`config.mk`:
```
export PLATFORM = sky130hd
export DESIGN_NAME = skrc_ctrl
export DESIGN_NICKNAME = d
export VERILOG_FILES = /design/src/hdl/skrc_pkg.sv /design/src/hdl/skrc_ctrl.sv
export SDC_FILE = /design/constraint.sdc
export NUM_CORES = 1
export LEC_CHECK = 0
export BUFFER_PORTS_ARGS = -buffer_cell sky130_fd_sc_hd__buf_2
export CORE_AREA = 2 2 39 41
export DETAILED_ROUTE_END_ITERATION = 8
export DIE_AREA = 0 0 41 43
export HOLD_SLACK_MARGIN = 0.02
export PLACE_DENSITY_LB_ADDON = 0.3
export SETUP_SLACK_MARGIN = 0.15
export SYNTH_ARGS = -nofsm -noshare
export SYNTH_HDL_FRONTEND = slang
export SYNTH_SLANG_ARGS = --single-unit
```
`constraint.sdc`:
```
create_clock -name aclk -period 1.6 [get_ports aclk]
set_input_delay 0.32 -clock aclk [delete_from_list [all_inputs] [get_ports aclk]]
set_output_delay 0.32 -clock aclk [all_outputs]
set_load 0.05 [all_outputs]
```
`src/hdl/skrc_pkg.sv`:
```
// shared types and constants of the sorted key range counter
package skrc_pkg;

    localparam int KEY_W       = 30;
    localparam int HIT_W       = 11;
    localparam int STATUS_W    = 2;
    localparam int S_TDATA_W   = 96;
    localparam int M_TDATA_W   = 16;

    typedef enum logic [STATUS_W-1:0] {
        STATUS_OK   = 2'd0,
        STATUS_DUP  = 2'd1,
        STATUS_FULL = 2'd2
    } status_t;

    typedef enum logic [3:0] {
        ST_IDLE,
        ST_SRCH_RD,
        ST_SRCH_CMP,
        ST_DUP_RD,
        ST_DUP_CMP,
        ST_SHIFT_PRIME,
        ST_SHIFT,
        ST_PUT,
        ST_FINISH
    } state_t;

    typedef enum logic [1:0] {
        PH_INSERT,
        PH_UPPER,
        PH_LOWER
    } phase_t;

    typedef enum logic [3:0] {
        OP_NONE,
        OP_LOAD,
        OP_LOAD_LOW,
        OP_SRCH_RD,
        OP_SRCH_CMP,
        OP_DUP_RD,
        OP_SHIFT_PRIME,
        OP_SHIFT_STEP,
        OP_PUT
    } dp_op_t;

    typedef struct packed {
        dp_op_t  op;
        logic    out_load;
        status_t res_status;
    } dp_cmd_t;

    typedef struct packed {
        logic search_busy;
        logic slot_lt_count;
        logic key_match;
        logic full;
        logic shift_last;
        logic out_free;
    } dp_stat_t;

endpackage

```
`src/hdl/skrc_ctrl.sv`:
```
// sequencer for insert and range count operations
module skrc_ctrl (
    input  logic               aclk,
    input  logic               aresetn,
    input  logic               s_axis_tvalid,
    input  logic               s_axis_tuser,
    output logic               s_axis_tready,
    input  skrc_pkg::dp_stat_t stat,
    output skrc_pkg::dp_cmd_t  cmd
);

    skrc_pkg::state_t  state_reg, state_next;
    skrc_pkg::phase_t  phase_reg, phase_next;
    skrc_pkg::status_t status_reg, status_next;

    always_ff @(posedge aclk) begin
        if (!aresetn) begin
            state_reg  <= skrc_pkg::ST_IDLE;
            phase_reg  <= skrc_pkg::PH_INSERT;
            status_reg <= skrc_pkg::STATUS_OK;
        end else begin
            state_reg  <= state_next;
            phase_reg  <= phase_next;
            status_reg <= status_next;
        end
    end

    always_comb begin
        state_next  = state_reg;
        phase_next  = phase_reg;
        status_next = status_reg;
        unique case (state_reg)
            skrc_pkg::ST_IDLE: begin
                if (s_axis_tvalid) begin
                    state_next  = skrc_pkg::ST_SRCH_RD;
                    phase_next  = s_axis_tuser ? skrc_pkg::PH_UPPER : skrc_pkg::PH_INSERT;
                    status_next = skrc_pkg::STATUS_OK;
                end
            end
            skrc_pkg::ST_SRCH_RD: begin
                if (stat.search_busy) begin
                    state_next = skrc_pkg::ST_SRCH_CMP;
                end else begin
                    unique case (phase_reg)
                        skrc_pkg::PH_INSERT: state_next = skrc_pkg::ST_DUP_RD;
                        skrc_pkg::PH_UPPER:  phase_next = skrc_pkg::PH_LOWER;
                        skrc_pkg::PH_LOWER:  state_next = skrc_pkg::ST_FINISH;
                        default:             state_next = skrc_pkg::ST_FINISH;
                    endcase
                end
            end
            skrc_pkg::ST_SRCH_CMP: begin
                state_next = skrc_pkg::ST_SRCH_RD;
            end
            skrc_pkg::ST_DUP_RD: begin
                priority if (stat.slot_lt_count) begin
                    state_next = skrc_pkg::ST_DUP_CMP;
                end else if (stat.full) begin
                    status_next = skrc_pkg::STATUS_FULL;
                    state_next  = skrc_pkg::ST_FINISH;
                end else begin
                    state_next = skrc_pkg::ST_PUT;
                end
            end
            skrc_pkg::ST_DUP_CMP: begin
                priority if (stat.key_match) begin
                    status_next = skrc_pkg::STATUS_DUP;
                    state_next  = skrc_pkg::ST_FINISH;
                end else if (stat.full) begin
                    status_next = skrc_pkg::STATUS_FULL;
                    state_next  = skrc_pkg::ST_FINISH;
                end else begin
                    state_next = skrc_pkg::ST_SHIFT_PRIME;
                end
            end
            skrc_pkg::ST_SHIFT_PRIME: begin
                state_next = skrc_pkg::ST_SHIFT;
            end
            skrc_pkg::ST_SHIFT: begin
                if (stat.shift_last) begin
                    state_next = skrc_pkg::ST_PUT;
                end
            end
            skrc_pkg::ST_PUT: begin
                state_next = skrc_pkg::ST_FINISH;
            end
            skrc_pkg::ST_FINISH: begin
                if (stat.out_free) begin
                    state_next = skrc_pkg::ST_IDLE;
                end
            end
            default: begin
                state_next = skrc_pkg::ST_IDLE;
            end
        endcase
    end

    always_comb begin
        s_axis_tready  = 1'b0;
        cmd.op         = skrc_pkg::OP_NONE;
        cmd.out_load   = 1'b0;
        cmd.res_status = status_reg;
        unique case (state_reg)
            skrc_pkg::ST_IDLE: begin
                s_axis_tready = 1'b1;
                if (s_axis_tvalid) begin
                    cmd.op = skrc_pkg::OP_LOAD;
                end
            end
            skrc_pkg::ST_SRCH_RD: begin
                if (stat.search_busy) begin
                    cmd.op = skrc_pkg::OP_SRCH_RD;
                end else if (phase_reg == skrc_pkg::PH_UPPER) begin
                    cmd.op = skrc_pkg::OP_LOAD_LOW;
                end
            end
            skrc_pkg::ST_SRCH_CMP: begin
                cmd.op = skrc_pkg::OP_SRCH_CMP;
            end
            skrc_pkg::ST_DUP_RD: begin
                if (stat.slot_lt_count) begin
                    cmd.op = skrc_pkg::OP_DUP_RD;
                end
            end
            skrc_pkg::ST_DUP_CMP: begin
            end
            skrc_pkg::ST_SHIFT_PRIME: begin
                cmd.op = skrc_pkg::OP_SHIFT_PRIME;
            end
            skrc_pkg::ST_SHIFT: begin
                cmd.op = skrc_pkg::OP_SHIFT_STEP;
            end
            skrc_pkg::ST_PUT: begin
                cmd.op = skrc_pkg::OP_PUT;
            end
            skrc_pkg::ST_FINISH: begin
                cmd.out_load = stat.out_free;
            end
            default: begin
            end
        endcase
    end

endmodule

```
After elaboration in Yosys (flattened, before gate mapping)
Cells that the tools add are included.

ROM bits: 0. Memories kept: 0. Word-level logic and storage cells: 53. Output and inout bits: 8. Bits in writable memories: 0. Latch bits: 0. Flip-flop bits (word level): 8.

Magnitude comparators: 0. Bitwise operators: 0. Multiplexer cells: 27. $mul: 0. Reductions and logical operators: 7. Shifts and indexed selects: 0. Equality and inequality tests: 16. $add $sub $neg: 0. Div/mod/pow operators: 0.

Operator list (number): one-hot mux 4 bit (9 select lines) (1); two-way mux 4 bit (8); one-hot mux 4 bit (7 select lines) (1); two-way mux 2 bit (9); == test 4 x 3 -> 1 bit, second input constant (4); != test 2 bit, second input constant (6); == test 4 x 2 -> 1 bit, second input constant (2); one-hot mux 4 bit (2 select lines) (1); AND reduction 4 bit (2); one-hot mux 2 bit (3 select lines) (1); == test 4 x 1 -> 1 bit, second input constant (1); == test 4 bit, second input constant (1); logical NOT 4 bit (1); two-way mux 1 bit (4); one-hot mux 2 bit (2 select lines) (1); two-way mux 3 bit (1); != test 3 bit, second input constant (1); AND reduction 3 bit (1); nonzero test 3 bit (1); == test 2 x 1 -> 1 bit, second input constant (1); logical NOT 2 bit (1); nonzero test 2 bit (1).

Logic depth before layout (Yosys ltp)
Word-level depth: 4. Gate-level depth with buffers: 5. Gate-level depth less buffers: 4.

Least setup slack after synthesis
Ideal clock, no wire load.

Kind: register to register. From: register state_reg[0]. To: register phase_reg[0]. Cell stages (with the launch flop): 6. Data required time: 1.483 ns. Setup slack: -0.418 ns. Buffers on the path: 1. Library setup time: 0.117 ns. Arrival: 1.901 ns. Cell sequence: dfxtp_1 -> buf_2 -> nor4_2 -> nand2_1 -> nand3_1 -> a21boi_1.

Cells in the longest elaborated chain, start to end: 3. Elaborated cells on any way between the ends: 8. Classes of those cells: 4 x eq/ne; 1 x mux; 3 x reduce/logical.

RTL lines: start: declaration (line skrc_ctrl.sv:12) `skrc_pkg::state_t state_reg, state_next;`; start signal: assignment (line skrc_ctrl.sv:18) `state_reg <= skrc_pkg::ST_IDLE;`; start signal: assignment (line skrc_ctrl.sv:22) `state_reg <= state_next;`; == test 4 x 1 -> 1 bit or logical NOT 4 bit (tied branches) (line skrc_ctrl.sv:32) `unique case (state_reg)`; != test 2 bit (no source line) or nonzero test 2 bit (tied branches); AND reduction 4 bit (no source line); end signal: assignment (line skrc_ctrl.sv:19) `phase_reg <= skrc_pkg::PH_INSERT;`; end signal: assignment (line skrc_ctrl.sv:23) `phase_reg <= phase_next;`; end: declaration (line skrc_ctrl.sv:13) `skrc_pkg::phase_t phase_reg, phase_next;`.

Parallel ways exist; a longest one is shown, timed or not. A chain may end at the register's enable or synchronous reset.

==> flow_summary.rst <==
.. list-table::
   :header-rows: 1

   * - Metric
     - Value
   * - Result of the run
     - complete, but fails checks
   * - Failing checks
     - setup timing
   * - DRC violation count after routing
     - 0
   * - First-pass GRT wire length
     - 3140 um
   * - Fin. Hold Viols
     - 0
   * - Area share of the leading cell type in the synthesized netlist
     - 25.6%
   * - Path type of the worst setup path
     - flip-flop to primary output
   * - Commonest non-fill, non-tap cells in the layout
     - buf_4 (15), buf_2 (11), buf_6 (11)
   * - Most area-consuming cells after synthesis
     - dfxtp_1 (26%), o21ai_0 (5.6%), nor2b_1 (4.0%), nand2_1 (3.6%), nor2_1 (3.6%)
   * - Synthesized netlist net count
     - 94
   * - Final standard cell count with taps included and fillers excluded
     - 139
   * - Maximum number of pins on one net before global-route repair
     - 13
   * - Vias after detailed routing
     - 818
   * - Power Dens Cells
     - 715 nW/um2
   * - Pin slew with the least headroom to its limit
     - 0.294 ns
   * - Wire length per cell after detailed routing
     - 16.5 um
   * - Worst hold-check path type
     - input pin to flip-flop
   * - Final setup violating endpoints
     - 6
   * - Count of TritonRoute iterations in the first routing pass
     - 4
   * - Largest register FFs
     - 4
   * - Post-synthesis simple-gate area fraction
     - 38.2%
   * - Most used flip-flop cell after synthesis
     - dfxtp_1
   * - EDFF count, synth
     - 0
   * - Minimum period implied by the final worst setup slack
     - 1.73 ns
   * - Antenna violations before repair
     - 0
   * - Normalized max-slew margin
     - 80.2%
   * - Multiplexer share of the synthesized area
     - 1.80%
   * - Period utilization
     - 108%
   * - Count of mapped cells out of synthesis
     - 84
   * - Worst setup path start
     - state_reg[1]
   * - Final design utilization
     - 83.3%
   * - Cell count after placement
     - 124
   * - Hold Path Depth
     - 3
   * - Die Span Y
     - 43 um
   * - Critical path destination
     - cmd[3]
   * - Cell depth of the worst flop-to-flop path
     - 6
   * - Number of design-rule violations left by the first detailed-router iteration
     - 16
   * - Clock insertion delay at the later pin of the skew report
     - 0.26 ns
   * - Total detailed-routing wirelength
     - 2300 um
   * - Top fanout value on the critical path
     - 5
   * - Setup TNS
     - -0.356 ns
   * - TritonCTS clock tree
     - built
   * - Worst EP arrival
     - 1.41 ns
   * - Worst IR Drop VDD
     - 619 uV
   * - Vias in the first global route
     - 719
   * - TritonCTS buffer count
     - 3
   * - Total die area
     - 1760 um2
   * - HPWL Detailed
     - 1310 um
   * - Die width
     - 41 um
   * - Worst clock skew
     - 0.00415 ns
   * - Core outline area
     - 1380 um2
   * - Aggregate global routing overflow
     - 0
   * - Worst hold slack after final layout
     - 0.312 ns
   * - Setup Slack @ Placement
     - 0.00141 ns
   * - Yosys Warn Count
     - 0
   * - Clock H-tree levels
     - 1
   * - Fraction of the mapped netlist area in adder cells
     - 0%
   * - Worst-path clk slew
     - 0.05 ns
   * - Overall routing resource usage
     - 26.4%
   * - Number of distinct library cells after synthesis
     - 38
   * - Detailed-route vias per instance
     - 5.88
   * - Share of flip-flops with an asynchronous set or reset
     - 0%
   * - Area added between synthesis and finish
     - 84.2%
   * - Unrepaired setup endpoints after global routing
     - yes
   * - Number of fill cells
     - 88
   * - Sinks on Clock Net
     - 8
   * - Number of ports placed on the die boundary
     - 18
   * - Setup slack of the critical path after layout
     - -0.129 ns
   * - Syn Std Cell Area
     - 626 um2
   * - Antenna Violating Nets Remaining
     - 0
   * - Flops & latches, synth
     - 8
   * - Number of buffers inserted by port buffering
     - 17
   * - Minimum setup slack among reg-to-reg paths
     - 0.02 ns
   * - Launch point of the worst reg-to-reg path
     - state_reg[1]
   * - Parity-gate share of the synthesized area counting xor and xnor cells
     - 1.40%
   * - Leakage power
     - 0.000484 uW
   * - Leading area contributor after synthesis
     - dfxtp_1
   * - Worst r2r dst
     - status_reg[1]
   * - Number of nets in the layout
     - 135
   * - Fmax
     - 0.578 GHz
   * - Routability congestion estimate
     - 0.853
   * - Initial Utilization
     - 45.2%
   * - Pins Over Slew Limit
     - 0
   * - Buffer cell driving the clock tree root
     - clkbuf_4
   * - Fraction of final layout cells with drive strength greater than 1
     - 60.2%
   * - Ant diodes
     - 0
   * - Number of maximum-capacitance constraint violations
     - 0
   * - Share of the synthesized area in compound gates (AO/OA/AOI/OAI)
     - 27.6%
   * - Kind of launch point of the worst setup path
     - flip-flop
   * - Leading cell type in the layout, fill and taps excluded
     - buf_4
   * - Sequential area share after synthesis
     - 25.6%
   * - Average cell area after synthesis
     - 7.45 um2
   * - Required time at the worst-slack endpoint
     - 1.28 ns
   * - Dominant combinational cell family by area after synthesis
     - simple AND/OR/NAND/NOR gates
   * - Type of element capturing the critical path
     - primary output
   * - Standard-cell rows
     - 14
   * - Clock Path Buffers
     - 2
-- what timing repair did --
item / CTS / global route
endpoints found under the hold margin: 0 / 0
setup buffers: 7 / 5
pin swaps: 8 / 12
hold buffers: 0 / 0
setup endpoints to repair: 9 / 12
resized for setup: 28 / 25
-- worst max-delay path: stages (launching register included) --
cell     delay, ns
dfxtp_4       0.37
mux2_4        0.31
a22oi_2       0.11
o21a_1        0.17
nor2_4        0.04
buf_6         0.14
-- how the worst min path moves through the flow --
stage,end,slack [ns],startpoint
final,phase_reg[0],0.31,s_axis_tuser
after global routing,phase_reg[0],0.31,s_axis_tuser
after CTS,phase_reg[0],0.33,s_axis_tuser
after detailed placement,status_reg[0],0.46,status_reg[0]
after global placement,status_reg[0],0.44,status_reg[0]
after floorplan,status_reg[0],0.46,stat[3]
-- cell families (layout without fill, tap and decap cells) --
group | count (synthesis) | in the layout
compound gates | 26 | 26
xor+xnor | 1 | 1
buf+inv | 8 | 47
flops | 8 | 8
mux | 1 | 1
simple gates | 40 | 40
-- cell usage after synthesis (2+ instances only) --
cell,n
o21ai_0,7
nand2_1,6
clkbuf_1,2
nand2b_1,2
nor2_1,6
nand3_1,4
nor2b_1,4
nor3_1,4
a22oi_1,2
o21ai_1,2
a211oi_1,2
a21oi_1,3
buf_2,3
dfxtp_1,8
a21boi_1,2
inv_1,3
o21a_1,3
-- layer usage --
layer / wire length (um) / GRT usage (%) / vias up
met4: 14 / 4.00 / 0
met5: 0 / 0 / -
met2: 1260 / 42.2 / 31
met3: 112 / 9.42 / 2
li1: - / - / 395
met1: 906 / 33.4 / 390
-- per-stage QoR --
step	power (uW)	area (um2)
4_1_cts	756	1020
6_report	824	1150
3_3_place_gp	529	857
3_5_place_dp	533	857
5_1_grt	860	1150
2_1_floorplan	451	692
-- where the power goes --
part	internal (uW)	total [uW]	switching, uW	leakage, uW
clock network	86.2	159	73.3	0.0000138
logic	211	432	221	0.000403
registers	211	232	21.1	0.0000672
-- cell type report --
class / instances / area, um2 / area share [%]
Timing Repair Buffer: 41 / 349 / 30.3
Clock buffer: 3 / 22.5 / 1.95
Inverter: 3 / 11.3 / 0.977
Multi-Input combinational cell: 68 / 578 / 50.2
Sequential cell: 8 / 171 / 14.9
Tap cell: 16 / 20.0 / 1.74
Power figures use the tool's default switching activity.
